==> config.mk <==
export PLATFORM = sky130hd
export DESIGN_NAME = gray_alpha_blend_compositor_top
export DESIGN_NICKNAME = d
export VERILOG_FILES = /design/src/design/gabc_pkg.sv /design/src/design/gray_alpha_blend_compositor_top.sv /design/src/design/gabc_front.sv /design/src/design/gabc_div.sv /design/src/design/gabc_back.sv
export VERILOG_INCLUDE_DIRS = /design/src /design/src/design
export SDC_FILE = /design/constraint.sdc
export NUM_CORES = 2
export LEC_CHECK = 0
export BUFFER_PORTS_ARGS = -buffer_cell sky130_fd_sc_hd__buf_4
export CAP_MARGIN = 20
export CORE_AREA = 2 2 363 365
export CTS_CLUSTER_SIZE = 40
export DETAILED_ROUTE_END_ITERATION = 12
export DIE_AREA = 0 0 365 367
export PLACE_DENSITY = 0.69
export SYNTH_ARGS = -nofsm -noshare
export SYNTH_HDL_FRONTEND = slang
export SYNTH_SLANG_ARGS = --single-unit
==> constraint.sdc <==
create_clock -name clock -period 13.35 [get_ports clock]
set_input_delay 2.67 -clock clock [delete_from_list [all_inputs] [get_ports clock]]
set_output_delay 2.67 -clock clock [all_outputs]
set_load 0.01 [all_outputs]
==> src/design/gray_alpha_blend_compositor_top_defines.svh <==
// ----------------------------------------------------------------------------
// Assertion macros for the gray alpha blend compositor
// Concurrent checks that drop out of the build when SYNTH is defined.
// ----------------------------------------------------------------------------
`ifndef GRAY_ALPHA_BLEND_COMPOSITOR_TOP_DEFINES_SVH
`define GRAY_ALPHA_BLEND_COMPOSITOR_TOP_DEFINES_SVH
`ifndef SYNTH
`define GABC_ASSERT_IMP(lbl, clk, rst, ante, cons) \
   lbl: assert property (@(posedge clk) disable iff (rst) (ante) |-> (cons)) \
      else $error("gabc: implication check failed");
`define GABC_ASSERT_NXT(lbl, clk, rst, ante, cons) \
   lbl: assert property (@(posedge clk) disable iff (rst) (ante) |=> (cons)) \
      else $error("gabc: next-cycle check failed");
`else
`define GABC_ASSERT_IMP(lbl, clk, rst, ante, cons)
`define GABC_ASSERT_NXT(lbl, clk, rst, ante, cons)
`endif
`endif

==> src/design/gabc_pkg.sv <==
// ----------------------------------------------------------------------------
// gabc_pkg
// Shared codes, payload structs and the rounded divide-by-255 multiply.
// ----------------------------------------------------------------------------
`default_nettype none
package gabc_pkg;

   localparam int MODE_W   = 4;
   localparam int CSR_IDX_W = 1;
   localparam int CSR_DATA_W = 8;

   localparam logic [MODE_W-1:0] MODE_OVER    = 4'd0;
   localparam logic [MODE_W-1:0] MODE_MULT    = 4'd1;
   localparam logic [MODE_W-1:0] MODE_DIVIDE  = 4'd2;
   localparam logic [MODE_W-1:0] MODE_DARKEN  = 4'd3;
   localparam logic [MODE_W-1:0] MODE_LIGHTEN = 4'd4;
   localparam logic [MODE_W-1:0] MODE_SCREEN  = 4'd5;
   localparam logic [MODE_W-1:0] MODE_OVERLAY = 4'd6;
   localparam logic [MODE_W-1:0] MODE_DODGE   = 4'd7;
   localparam logic [MODE_W-1:0] MODE_BURN    = 4'd8;
   localparam logic [MODE_W-1:0] MODE_COPY    = 4'd9;
   localparam logic [MODE_W-1:0] MODE_CLEAR   = 4'd10;

   localparam logic [CSR_IDX_W-1:0] CSR_IDX_MODE    = 1'b0;
   localparam logic [CSR_IDX_W-1:0] CSR_IDX_OPACITY = 1'b1;

   localparam logic [7:0] FULL = 8'hFF;
   localparam logic [7:0] OPACITY_RESET = 8'hFF;

   typedef enum logic [1:0] {
      KIND_DST,
      KIND_SRC,
      KIND_CLEAR,
      KIND_BLEND
   } kind_type;

   typedef enum logic [1:0] {
      COLOR_DIRECT,
      COLOR_QUOT,
      COLOR_BURN
   } color_type;

   typedef struct packed {
      kind_type   kind;
      logic       over;
      logic [7:0] oa;
      logic [7:0] na;
      logic       use_div;
      logic [7:0] sa;
      logic [7:0] m_pre;
      logic       sat;
      color_type  csrc;
      logic [7:0] sg;
      logic [7:0] dg;
      logic       last;
   } mid_type;

   typedef struct packed {
      kind_type   kind;
      logic       over;
      logic [7:0] oa;
      logic       use_div;
      logic [7:0] sa;
      logic [7:0] m;
      logic [7:0] sg;
      logic [7:0] dg;
      logic       last;
   } late_type;

   // c = a*b + 0x80, result = ((c >>> 8) + c) >>> 8 with floor shifts
   function automatic logic signed [23:0] mul255(input logic signed [11:0] a,
                                                 input logic signed [11:0] b);
      logic signed [23:0] c;
      c = a * b + 24'sd128;
      return ((c >>> 8) + c) >>> 8;
   endfunction

endpackage
`default_nettype wire

==> src/design/gray_alpha_blend_compositor_top.sv <==
// ----------------------------------------------------------------------------
// gray_alpha_blend_compositor_top
// Gray+alpha pixel compositor with eleven blend modes and layer opacity.
// ----------------------------------------------------------------------------
// Usage:
//   req_* carries one item: a source and a destination gray+alpha pixel plus
//   a last flag. rsp_* returns the new destination pixel for that item, in
//   order, one result per item. Each channel moves an item on a clock edge
//   with valid high and stall low.
//   csr_we writes csr_data into the register csr_index selects: index 0 is
//   the blend mode, index 1 the layer opacity. Write only while idle.
//   The item passes fifteen register stages: two front stages, four stages
//   of the mode-color divider, eight stages of the alpha-ratio divider (two
//   quotient bits per stage each) and the output register. Throughput is
//   one item per cycle while rsp_stall is low; every stage holds a valid bit.
//   When rsp_stall is high the output register holds its item, stages fill
//   up behind it and req_stall rises only once every stage is occupied.
//   Reset (synchronous, active high) empties the pipeline, sets the mode to
//   over and the opacity to 255.
// ----------------------------------------------------------------------------
`default_nettype none
`include "gray_alpha_blend_compositor_top_defines.svh"
module gray_alpha_blend_compositor_top (
   input  wire logic                             clock,
   input  wire logic                             reset,
   input  wire logic                             req_valid,
   output logic                                  req_stall,
   input  wire logic [7:0]                       req_src_gray,
   input  wire logic [7:0]                       req_src_alpha,
   input  wire logic [7:0]                       req_dst_gray,
   input  wire logic [7:0]                       req_dst_alpha,
   input  wire logic                             req_last_pixel,
   output logic                                  rsp_valid,
   input  wire logic                             rsp_stall,
   output logic [7:0]                            rsp_out_gray,
   output logic [7:0]                            rsp_out_alpha,
   output logic                                  rsp_out_last,
   input  wire logic                             csr_we,
   input  wire logic [gabc_pkg::CSR_IDX_W-1:0]   csr_index,
   input  wire logic [gabc_pkg::CSR_DATA_W-1:0]  csr_data
);

   localparam int MID_W  = $bits(gabc_pkg::mid_type);
   localparam int LATE_W = $bits(gabc_pkg::late_type);

   logic [gabc_pkg::MODE_W-1:0] mode_ff;
   logic [7:0]                  opacity_ff;

   logic              front_ready, mid_valid, mid_ready;
   gabc_pkg::mid_type mid_side;
   logic [8:0]        mid_rem, mid_den;

   logic              cdiv_valid, cdiv_ready;
   logic [7:0]        cdiv_quot;
   logic [MID_W-1:0]  cdiv_side;
   gabc_pkg::mid_type cmid;

   gabc_pkg::late_type late_in;
   logic [15:0]        adiv_num;
   logic [7:0]         adiv_den, qsat;

   logic              adiv_valid, adiv_ready;
   logic [15:0]       adiv_quot;
   logic [LATE_W-1:0] adiv_side;
   logic              out_ready;

   // configuration registers
   always_ff @(posedge clock) begin
      if (reset) begin
         mode_ff    <= gabc_pkg::MODE_OVER;
         opacity_ff <= gabc_pkg::OPACITY_RESET;
      end else if (csr_we) begin
         case (csr_index)
            gabc_pkg::CSR_IDX_MODE:    mode_ff    <= csr_data[gabc_pkg::MODE_W-1:0];
            gabc_pkg::CSR_IDX_OPACITY: opacity_ff <= csr_data;
            default: ;
         endcase
      end
   end

   // stall back toward the requester only when the whole pipeline is full
   assign req_stall = !front_ready;
   assign out_ready = !rsp_stall;

   gabc_front u_front (
      .clock     (clock),
      .reset     (reset),
      .in_valid  (req_valid),
      .in_ready  (front_ready),
      .in_sg     (req_src_gray),
      .in_sa     (req_src_alpha),
      .in_dg     (req_dst_gray),
      .in_da     (req_dst_alpha),
      .in_last   (req_last_pixel),
      .mode      (mode_ff),
      .opacity   (opacity_ff),
      .out_valid (mid_valid),
      .out_ready (mid_ready),
      .out_mid   (mid_side),
      .out_rem   (mid_rem),
      .out_den   (mid_den)
   );

   // mode color quotient: n * 256 / den, only needed when n < den
   gabc_div #(
      .QW (8),
      .DW (9),
      .SW (MID_W)
   ) u_cdiv (
      .clock     (clock),
      .reset     (reset),
      .in_valid  (mid_valid),
      .in_ready  (mid_ready),
      .in_rem    (mid_rem),
      .in_num    (8'd0),
      .in_den    (mid_den),
      .in_side   (mid_side),
      .out_valid (cdiv_valid),
      .out_ready (cdiv_ready),
      .out_quot  (cdiv_quot),
      .out_side  (cdiv_side)
   );

   // resolve the mode color, then set up the alpha ratio (sa*255 + na/2) / na
   always_comb begin
      cmid = gabc_pkg::mid_type'(cdiv_side);
      qsat = cmid.sat ? gabc_pkg::FULL : cdiv_quot;
      case (cmid.csrc)
         gabc_pkg::COLOR_QUOT: late_in.m = qsat;
         gabc_pkg::COLOR_BURN: late_in.m = gabc_pkg::FULL - qsat;
         default:              late_in.m = cmid.m_pre;
      endcase
      late_in.kind    = cmid.kind;
      late_in.over    = cmid.over;
      late_in.oa      = cmid.oa;
      late_in.use_div = cmid.use_div;
      late_in.sa      = cmid.sa;
      late_in.sg      = cmid.sg;
      late_in.dg      = cmid.dg;
      late_in.last    = cmid.last;
      adiv_num = ({cmid.sa, 8'd0} - {8'd0, cmid.sa}) + {9'd0, cmid.na[7:1]};
      adiv_den = cmid.use_div ? cmid.na : 8'd1;
   end

   gabc_div #(
      .QW (16),
      .DW (8),
      .SW (LATE_W)
   ) u_adiv (
      .clock     (clock),
      .reset     (reset),
      .in_valid  (cdiv_valid),
      .in_ready  (cdiv_ready),
      .in_rem    (8'd0),
      .in_num    (adiv_num),
      .in_den    (adiv_den),
      .in_side   (late_in),
      .out_valid (adiv_valid),
      .out_ready (adiv_ready),
      .out_quot  (adiv_quot),
      .out_side  (adiv_side)
   );

   gabc_back u_back (
      .clock     (clock),
      .reset     (reset),
      .in_valid  (adiv_valid),
      .in_ready  (adiv_ready),
      .in_quot   (adiv_quot[7:0]),
      .in_late   (gabc_pkg::late_type'(adiv_side)),
      .out_valid (rsp_valid),
      .out_ready (out_ready),
      .out_gray  (rsp_out_gray),
      .out_alpha (rsp_out_alpha),
      .out_last  (rsp_out_last)
   );

   // input stalls only behind a stalled output
   `GABC_ASSERT_IMP(a_stall_source, clock, reset, req_stall, rsp_valid && rsp_stall)
   // a draining output frees the whole pipeline
   `GABC_ASSERT_IMP(a_drain_ready, clock, reset, rsp_valid && !rsp_stall, !req_stall)
   // clear mode yields a transparent black pixel
   `GABC_ASSERT_IMP(a_clear_zero, clock, reset, rsp_valid && mode_ff == gabc_pkg::MODE_CLEAR,
                    rsp_out_gray == 8'd0 && rsp_out_alpha == 8'd0)
   // a blocked front item keeps its payload
   `GABC_ASSERT_NXT(a_mid_hold, clock, reset, mid_valid && !mid_ready,
                    mid_valid && $stable(mid_side))

endmodule
`default_nettype wire

==> src/design/gabc_front.sv <==
// ----------------------------------------------------------------------------
// gabc_front
// Two stages: alpha scaling and mode products, then coverage and divide setup.
// ----------------------------------------------------------------------------
`default_nettype none
module gabc_front (
   input  wire logic                          clock,
   input  wire logic                          reset,
   input  wire logic                          in_valid,
   output logic                               in_ready,
   input  wire logic [7:0]                    in_sg,
   input  wire logic [7:0]                    in_sa,
   input  wire logic [7:0]                    in_dg,
   input  wire logic [7:0]                    in_da,
   input  wire logic                          in_last,
   input  wire logic [gabc_pkg::MODE_W-1:0]   mode,
   input  wire logic [7:0]                    opacity,
   output logic                               out_valid,
   input  wire logic                          out_ready,
   output gabc_pkg::mid_type                  out_mid,
   output logic [8:0]                         out_rem,
   output logic [8:0]                         out_den
);

   // stage 1 registers
   logic                        v1_ff;
   logic [7:0]                  sg1_ff, sa1_ff, dg1_ff, da1_ff;
   logic                        last1_ff;
   logic [gabc_pkg::MODE_W-1:0] mode1_ff;
   logic                        zero1_ff;
   logic [7:0]                  saeff1_ff, pmult1_ff, pscr1_ff;
   logic [9:0]                  pov1_ff;
   logic                        en1, en2;

   // stage 2 registers
   logic                        v2_ff;
   gabc_pkg::mid_type           mid2_ff, mid2_in;
   logic [8:0]                  rem2_ff, rem2_in, den2_ff, den2_in;

   logic [7:0]         sa_min, sa_sel, sa_op, saeff1_in, pmult1_in, pscr1_in;
   logic [9:0]         pov1_in;
   logic signed [23:0] m_op, m_mult, m_scr, m_ov, m_na, m_ovl;
   logic [7:0]         na, ovl;
   logic [10:0]        ov_arg;
   logic [7:0]         n8;

   assign en2      = !v2_ff || out_ready;
   assign en1      = !v1_ff || en2;
   assign in_ready = en1;

   always_comb begin
      sa_min = (in_sa < in_da) ? in_sa : in_da;
      sa_sel = (mode == gabc_pkg::MODE_OVER) ? in_sa : sa_min;
      m_op   = gabc_pkg::mul255($signed({4'b0, in_sa}), $signed({4'b0, opacity}));
      sa_op  = m_op[7:0];
      saeff1_in = (opacity != gabc_pkg::FULL) ? sa_op : sa_sel;
      m_mult = gabc_pkg::mul255($signed({4'b0, in_sg}), $signed({4'b0, in_dg}));
      pmult1_in = m_mult[7:0];
      m_scr  = gabc_pkg::mul255($signed({4'b0, gabc_pkg::FULL - in_dg}),
                                $signed({4'b0, gabc_pkg::FULL - in_sg}));
      pscr1_in = gabc_pkg::FULL - m_scr[7:0];
      m_ov   = gabc_pkg::mul255($signed({3'b0, in_sg, 1'b0}),
                                $signed({4'b0, gabc_pkg::FULL - in_dg}));
      pov1_in = m_ov[9:0];
   end

   always_ff @(posedge clock) begin
      if (reset) begin
         v1_ff <= 1'b0;
      end else if (en1) begin
         v1_ff <= in_valid;
      end
      if (en1) begin
         sg1_ff    <= in_sg;
         sa1_ff    <= in_sa;
         dg1_ff    <= in_dg;
         da1_ff    <= in_da;
         last1_ff  <= in_last;
         mode1_ff  <= mode;
         zero1_ff  <= (sa_sel == 8'd0);
         saeff1_ff <= saeff1_in;
         pmult1_ff <= pmult1_in;
         pscr1_ff  <= pscr1_in;
         pov1_ff   <= pov1_in;
      end
   end

   always_comb begin
      m_na   = gabc_pkg::mul255($signed({4'b0, gabc_pkg::FULL - da1_ff}),
                                $signed({4'b0, saeff1_ff}));
      na     = da1_ff + m_na[7:0];
      ov_arg = {3'b0, dg1_ff} + {1'b0, pov1_ff};
      m_ovl  = gabc_pkg::mul255($signed({4'b0, dg1_ff}), $signed({1'b0, ov_arg}));
      ovl    = m_ovl[7:0];

      mid2_in.over    = (mode1_ff == gabc_pkg::MODE_OVER);
      mid2_in.na      = na;
      mid2_in.use_div = (da1_ff != gabc_pkg::FULL) && (na != 8'd0);
      mid2_in.sa      = saeff1_ff;
      mid2_in.sg      = sg1_ff;
      mid2_in.dg      = dg1_ff;
      mid2_in.last    = last1_ff;

      if (mode1_ff == gabc_pkg::MODE_COPY) begin
         mid2_in.kind = gabc_pkg::KIND_SRC;
         mid2_in.oa   = sa1_ff;
      end else if (mode1_ff == gabc_pkg::MODE_CLEAR) begin
         mid2_in.kind = gabc_pkg::KIND_CLEAR;
         mid2_in.oa   = 8'd0;
      end else if (mode1_ff > gabc_pkg::MODE_BURN || zero1_ff) begin
         mid2_in.kind = gabc_pkg::KIND_DST;
         mid2_in.oa   = da1_ff;
      end else if (mode1_ff == gabc_pkg::MODE_OVER && saeff1_ff == gabc_pkg::FULL) begin
         mid2_in.kind = gabc_pkg::KIND_SRC;
         mid2_in.oa   = sa1_ff;
      end else begin
         mid2_in.kind = gabc_pkg::KIND_BLEND;
         mid2_in.oa   = (da1_ff == gabc_pkg::FULL) ? da1_ff : na;
      end

      case (mode1_ff)
         gabc_pkg::MODE_MULT:    mid2_in.m_pre = pmult1_ff;
         gabc_pkg::MODE_DARKEN:  mid2_in.m_pre = (sg1_ff < dg1_ff) ? sg1_ff : dg1_ff;
         gabc_pkg::MODE_LIGHTEN: mid2_in.m_pre = (sg1_ff > dg1_ff) ? sg1_ff : dg1_ff;
         gabc_pkg::MODE_SCREEN:  mid2_in.m_pre = pscr1_ff;
         gabc_pkg::MODE_OVERLAY: mid2_in.m_pre = ovl;
         default:                mid2_in.m_pre = sg1_ff;
      endcase

      case (mode1_ff)
         gabc_pkg::MODE_DIVIDE, gabc_pkg::MODE_DODGE: mid2_in.csrc = gabc_pkg::COLOR_QUOT;
         gabc_pkg::MODE_BURN:                         mid2_in.csrc = gabc_pkg::COLOR_BURN;
         default:                                     mid2_in.csrc = gabc_pkg::COLOR_DIRECT;
      endcase

      n8      = (mode1_ff == gabc_pkg::MODE_BURN) ? (gabc_pkg::FULL - dg1_ff) : dg1_ff;
      den2_in = (mode1_ff == gabc_pkg::MODE_DODGE) ? (9'd256 - {1'b0, sg1_ff})
                                                   : ({1'b0, sg1_ff} + 9'd1);
      rem2_in = {1'b0, n8};
      mid2_in.sat = (rem2_in >= den2_in);
   end

   always_ff @(posedge clock) begin
      if (reset) begin
         v2_ff <= 1'b0;
      end else if (en2) begin
         v2_ff <= v1_ff;
      end
      if (en2) begin
         mid2_ff <= mid2_in;
         rem2_ff <= rem2_in;
         den2_ff <= den2_in;
      end
   end

   assign out_valid = v2_ff;
   assign out_mid   = mid2_ff;
   assign out_rem   = rem2_ff;
   assign out_den   = den2_ff;

endmodule
`default_nettype wire

==> src/design/gabc_div.sv <==
// ----------------------------------------------------------------------------
// gabc_div
// Pipelined restoring divider, two quotient bits per stage, with sideband.
// ----------------------------------------------------------------------------
`default_nettype none
module gabc_div #(
   parameter int QW = 8,
   parameter int DW = 9,
   parameter int SW = 8
) (
   input  wire logic          clock,
   input  wire logic          reset,
   input  wire logic          in_valid,
   output logic               in_ready,
   input  wire logic [DW-1:0] in_rem,
   input  wire logic [QW-1:0] in_num,
   input  wire logic [DW-1:0] in_den,
   input  wire logic [SW-1:0] in_side,
   output logic               out_valid,
   input  wire logic          out_ready,
   output logic [QW-1:0]      out_quot,
   output logic [SW-1:0]      out_side
);

   localparam int NS = QW / 2;

   logic [NS-1:0]   v_ff;
   logic [NS:0]     ready;
   logic [DW-1:0]   rem_ff [NS];
   logic [QW-1:0]   nq_ff  [NS];
   logic [DW-1:0]   den_ff [NS];
   logic [SW-1:0]   side_ff[NS];

   assign ready[NS] = out_ready;

   for (genvar g = 0; g < NS; g++) begin : g_stage
      logic          valid_src;
      logic [DW-1:0] rem_src, den_src, rem_in;
      logic [QW-1:0] nq_src, nq_in;
      logic [SW-1:0] side_src;

      if (g == 0) begin : g_head
         assign valid_src = in_valid;
         assign rem_src   = in_rem;
         assign nq_src    = in_num;
         assign den_src   = in_den;
         assign side_src  = in_side;
      end else begin : g_body
         assign valid_src = v_ff[g-1];
         assign rem_src   = rem_ff[g-1];
         assign nq_src    = nq_ff[g-1];
         assign den_src   = den_ff[g-1];
         assign side_src  = side_ff[g-1];
      end

      assign ready[g] = !v_ff[g] || ready[g+1];

      always_comb begin
         logic [DW:0] t;
         rem_in = rem_src;
         nq_in  = nq_src;
         for (int k = 0; k < 2; k++) begin
            t     = {rem_in, nq_in[QW-1]};
            nq_in = {nq_in[QW-2:0], 1'b0};
            if (t >= {1'b0, den_src}) begin
               t        = t - {1'b0, den_src};
               nq_in[0] = 1'b1;
            end
            rem_in = t[DW-1:0];
         end
      end

      always_ff @(posedge clock) begin
         if (reset) begin
            v_ff[g] <= 1'b0;
         end else if (ready[g]) begin
            v_ff[g] <= valid_src;
         end
         if (ready[g]) begin
            rem_ff[g]  <= rem_in;
            nq_ff[g]   <= nq_in;
            den_ff[g]  <= den_src;
            side_ff[g] <= side_src;
         end
      end
   end

   assign in_ready  = ready[0];
   assign out_valid = v_ff[NS-1];
   assign out_quot  = nq_ff[NS-1];
   assign out_side  = side_ff[NS-1];

endmodule
`default_nettype wire

==> src/design/gabc_back.sv <==
// ----------------------------------------------------------------------------
// gabc_back
// Final gray mix and the output register.
// ----------------------------------------------------------------------------
`default_nettype none
module gabc_back (
   input  wire logic               clock,
   input  wire logic               reset,
   input  wire logic               in_valid,
   output logic                    in_ready,
   input  wire logic [7:0]         in_quot,
   input  wire gabc_pkg::late_type in_late,
   output logic                    out_valid,
   input  wire logic               out_ready,
   output logic [7:0]              out_gray,
   output logic [7:0]              out_alpha,
   output logic                    out_last
);

   logic               valid_ff;
   logic [7:0]         gray_ff, gray_in, alpha_ff;
   logic               last_ff;
   logic [7:0]         w;
   logic signed [11:0] diff;
   logic signed [23:0] prod;
   logic [7:0]         mixv;

   assign in_ready = !valid_ff || out_ready;

   always_comb begin
      w    = in_late.use_div ? in_quot : in_late.sa;
      diff = $signed({4'b0, in_late.m}) - $signed({4'b0, in_late.dg});
      prod = gabc_pkg::mul255(diff, $signed({4'b0, w}));
      mixv = prod[7:0] + in_late.dg;
      case (in_late.kind)
         gabc_pkg::KIND_DST:   gray_in = in_late.dg;
         gabc_pkg::KIND_SRC:   gray_in = in_late.sg;
         gabc_pkg::KIND_CLEAR: gray_in = 8'd0;
         default: begin
            gray_in = (in_late.over && w == gabc_pkg::FULL) ? in_late.sg : mixv;
         end
      endcase
   end

   always_ff @(posedge clock) begin
      if (reset) begin
         valid_ff <= 1'b0;
      end else if (in_ready) begin
         valid_ff <= in_valid;
      end
      if (in_ready) begin
         gray_ff  <= gray_in;
         alpha_ff <= in_late.oa;
         last_ff  <= in_late.last;
      end
   end

   assign out_valid = valid_ff;
   assign out_gray  = gray_ff;
   assign out_alpha = alpha_ff;
   assign out_last  = last_ff;

endmodule
`default_nettype wire

==> impl_metrics.py <==
metrics = {
    "placed_design": {
        "io_buffer_count": 65,
        "place_area_mm2": 0.0669,
        "gp_congestion": 0.860,
        "dpl.hpwl_um": 87500,
        "pre_cts_ws_ns": 2.42,
    },
    "logic_synthesis": {
        "synth.avg_cell_area_um2": 12.0,
        "synth_edf_count": 1008,
        "ys_types": 95,
        "ys_async_sr_fraction_pct": 0,
        "ys_warn_count": 0,
        "synth_area_leaders": "edfxtp_1 47%, ha_1 12%, fa_1 10%, inv_1 4.1%, mux2_2 2.3%",
        "syn_area_mm2": 0.0645,
        "synth_commonest_cells": "1,008 x edfxtp_1, 712 x inv_1, 624 x ha_1",
        "yosysMostFrequentCell": "edfxtp_1",
        "seq_area_frac_synth_pct": 47.8,
        "syn_inst": 5372,
        "syn_nets": 6368,
        "synth_top_area_share_pct": 47.0,
        "synth_area_leader_cell": "edfxtp_1",
        "ys_ff_latch": 1035,
        "synth_ff_type": "edfxtp_1",
    },
    "timing": {
        "period_share_pct": 82.1,
        "drv_slew": 0,
        "setup_viol": 0,
        "tns_ns": 0,
        "grt_setup_unrepaired": "false",
        "worstMarginPinSlew_ns": 1.16,
        "fmax_ghz": 0.0912,
        "slew_headroom_pct": 21.9,
        "hold_viol": 0,
        "fin_skew_ns": 0.0486,
        "fin_crit_ns": 10.96,
        "worst_slack_ns": 2.39,
    },
    "die": {
        "dieArea_mm2": 0.134,
        "io_pins": 66,
        "fp-row-count": 133,
        "core_area_mm2": 0.130,
        "initial_core_util_pct": 49.4,
        "die_h_um": 367,
        "die_w_um": 365,
    },
    "clocking": {
        "postCtsHoldBufs": 0,
        "cts_setup_buffers": 0,
        "clock_path_buffers": 3,
        "cts.repair.resized": 0,
        "path_clk_slew_ns": 0.08,
        "cts_tree": "built",
        "clk-insertion-delay-late_ns": 0.70,
        "cts_sinks": 1035,
        "htree_levels": 3,
        "cts_buffers": 105,
        "root_buffer": "clkbuf_16",
    },
    "critical_path": {
        "cp.arrival_ns": 11.40,
        "crit_type": "reg -> reg",
        "cp_slowest_cell": "xor2_1",
        "critPathLaunchType": "register",
        "required_ns": 13.78,
        "worst-path-max-fanout": 8,
        "path_common_cell": "fa_1",
        "endpoint_kind": "register",
        "slowest_delay_ns": 0.66,
    },
    "grt": {
        "antenna_found_initial": 0,
        "grt_pass1_vias": 39812,
        "overflow": 0,
        "grt_pass1_wl_um": 198000,
        "grt_max_degree": 80,
        "grt_usage_pct": 18.1,
    },
    "drt": {
        "dr.pass1.iters": 7,
        "wl_um": 118000,
        "via_per_inst": 5.26,
        "drcViolationCount": 0,
        "drt_iter0_markers": 1975,
        "postRouteAntennaNets": 0,
        "avgRoutedWirePerCell_um": 16.2,
        "num_vias": 38351,
    },
    "status": {
        "status": "completed",
    },
    "final_layout": {
        "nets": 6448,
        "seqCellArea_mm2": 0.0308,
        "multi_input_area_mm2": 0.0306,
        "fillerInstances": 10930,
        "antenna_cells": 0,
        "fin_util_pct": 54.1,
        "fin_area_mm2": 0.0706,
        "area.growth.synth_to_final_pct": 9.58,
        "drive_gt1_share_pct": 8.73,
    },
    "min_path": {
        "hp-class": "reg -> reg",
    },
    "run": {
        "drv_cap": 0,
    },
}
[worst max-delay path, delay by kind of cell (launching register included)]
family / cells / cell delay [ns]
adder cells (fa/ha/maj): 10 / 4.00
AO/OA/AOI/OAI: 17 / 3.11
AND/OR/NAND/NOR: 10 / 1.72
XOR/XNOR: 5 / 1.30
flip-flops: 1 / 0.42
buffers and inverters: 3 / 0.17
[area by class of cell]
type,count,area share (%)
multi-input combinational,3505,43.3
tap,1755,3.11
sequential,1035,43.6
clock buffer,129,3.95
clock inverter,61,1.23
timing repair buffer,92,1.01
inverter,713,3.79
[through the flow]
step	hold WS, ns	std cells
2_1_floorplan	0.400	5372
3_3_place_gp	0.400	7098
3_5_place_dp	0.405	7098
4_1_cts	0.392	7288
5_1_grt	0.411	7290
6_report	0.384	7290
[layer usage]
| layer | vias up | routed length [um] | track usage (%) |
|---|---|---|---|
| li1 | 18874 | - | - |
| met1 | 18625 | 51800 | 23.2 |
| met2 | 650 | 59300 | 31.6 |
| met3 | 202 | 3980 | 2.25 |
| met4 | 0 | 3350 | 6.05 |
| met5 | - | 0 | 0 |
[sequential cells by signal, summed over array words and instances (netlist names), 20 cells and up]
| name | flops |
|---|---|
| u_adiv.side_ff | 360 |
| u_cdiv.side_ff | 224 |
| u_adiv.nq_ff | 76 |
| u_adiv.den_ff | 56 |
| u_adiv.rem_ff | 56 |
| u_front.out_mid | 56 |
| u_cdiv.den_ff | 27 |
| u_cdiv.rem_ff | 27 |
| u_cdiv.nq_ff | 20 |
[path summary, 6_finish.rpt]
check | start | endpoint | slack (ns) | cells after the start
max reg2reg | u_adiv.side_ff[7][1] | u_back.out_gray[7] | 2.39 | 45
min | u_adiv.side_ff[5][18] | u_adiv.side_ff[6][18] | 0.38 | 0
max | u_adiv.side_ff[7][1] | u_back.out_gray[7] | 2.39 | 45
min reg2reg | u_adiv.side_ff[5][18] | u_adiv.side_ff[6][18] | 0.38 | 0
[logic make-up after synthesis]
logic type               after synthesis  synth area share (%)
AND/OR/NAND/NOR                     1331                  10.3
flip-flops                          1035                  47.8
adder cells (fa/ha/maj)              949                  22.2
buffers and inverters                832                  4.85
AO/OA/AOI/OAI                        774                  7.97
XOR/XNOR                             250                  3.46
multiplexers                         201                  3.37
[placed cells by master, fill, tap and decap left out, drive strengths merged, types with 11 or more instances in the layout]
cell,n
o21a,44
nand4,57
mux2i,71
xor2,86
o221ai,11
clkinv,32
xnor2,163
clkbuf,129
o21bai,23
a21oi,182
o21ai,212
o211ai,13
nor3,54
ha,624
nor3b,11
nand3,44
bufinv,16
a211o,16
a31oi,22
dfxtp,27
o31ai,13
fa,325
buf,92
inv,720
nor2b,131
or2,46
nor2,342
and3,25
mux2,130
a21boi,39
and2,119
nand2b,113
a211oi,23
o22a,12
nor4,21
edfxtp,1008
nand2,328
a21o,81
Power is not shown: default switching activity piles up to over one toggle a cycle in this logic, so the estimate is an artifact.
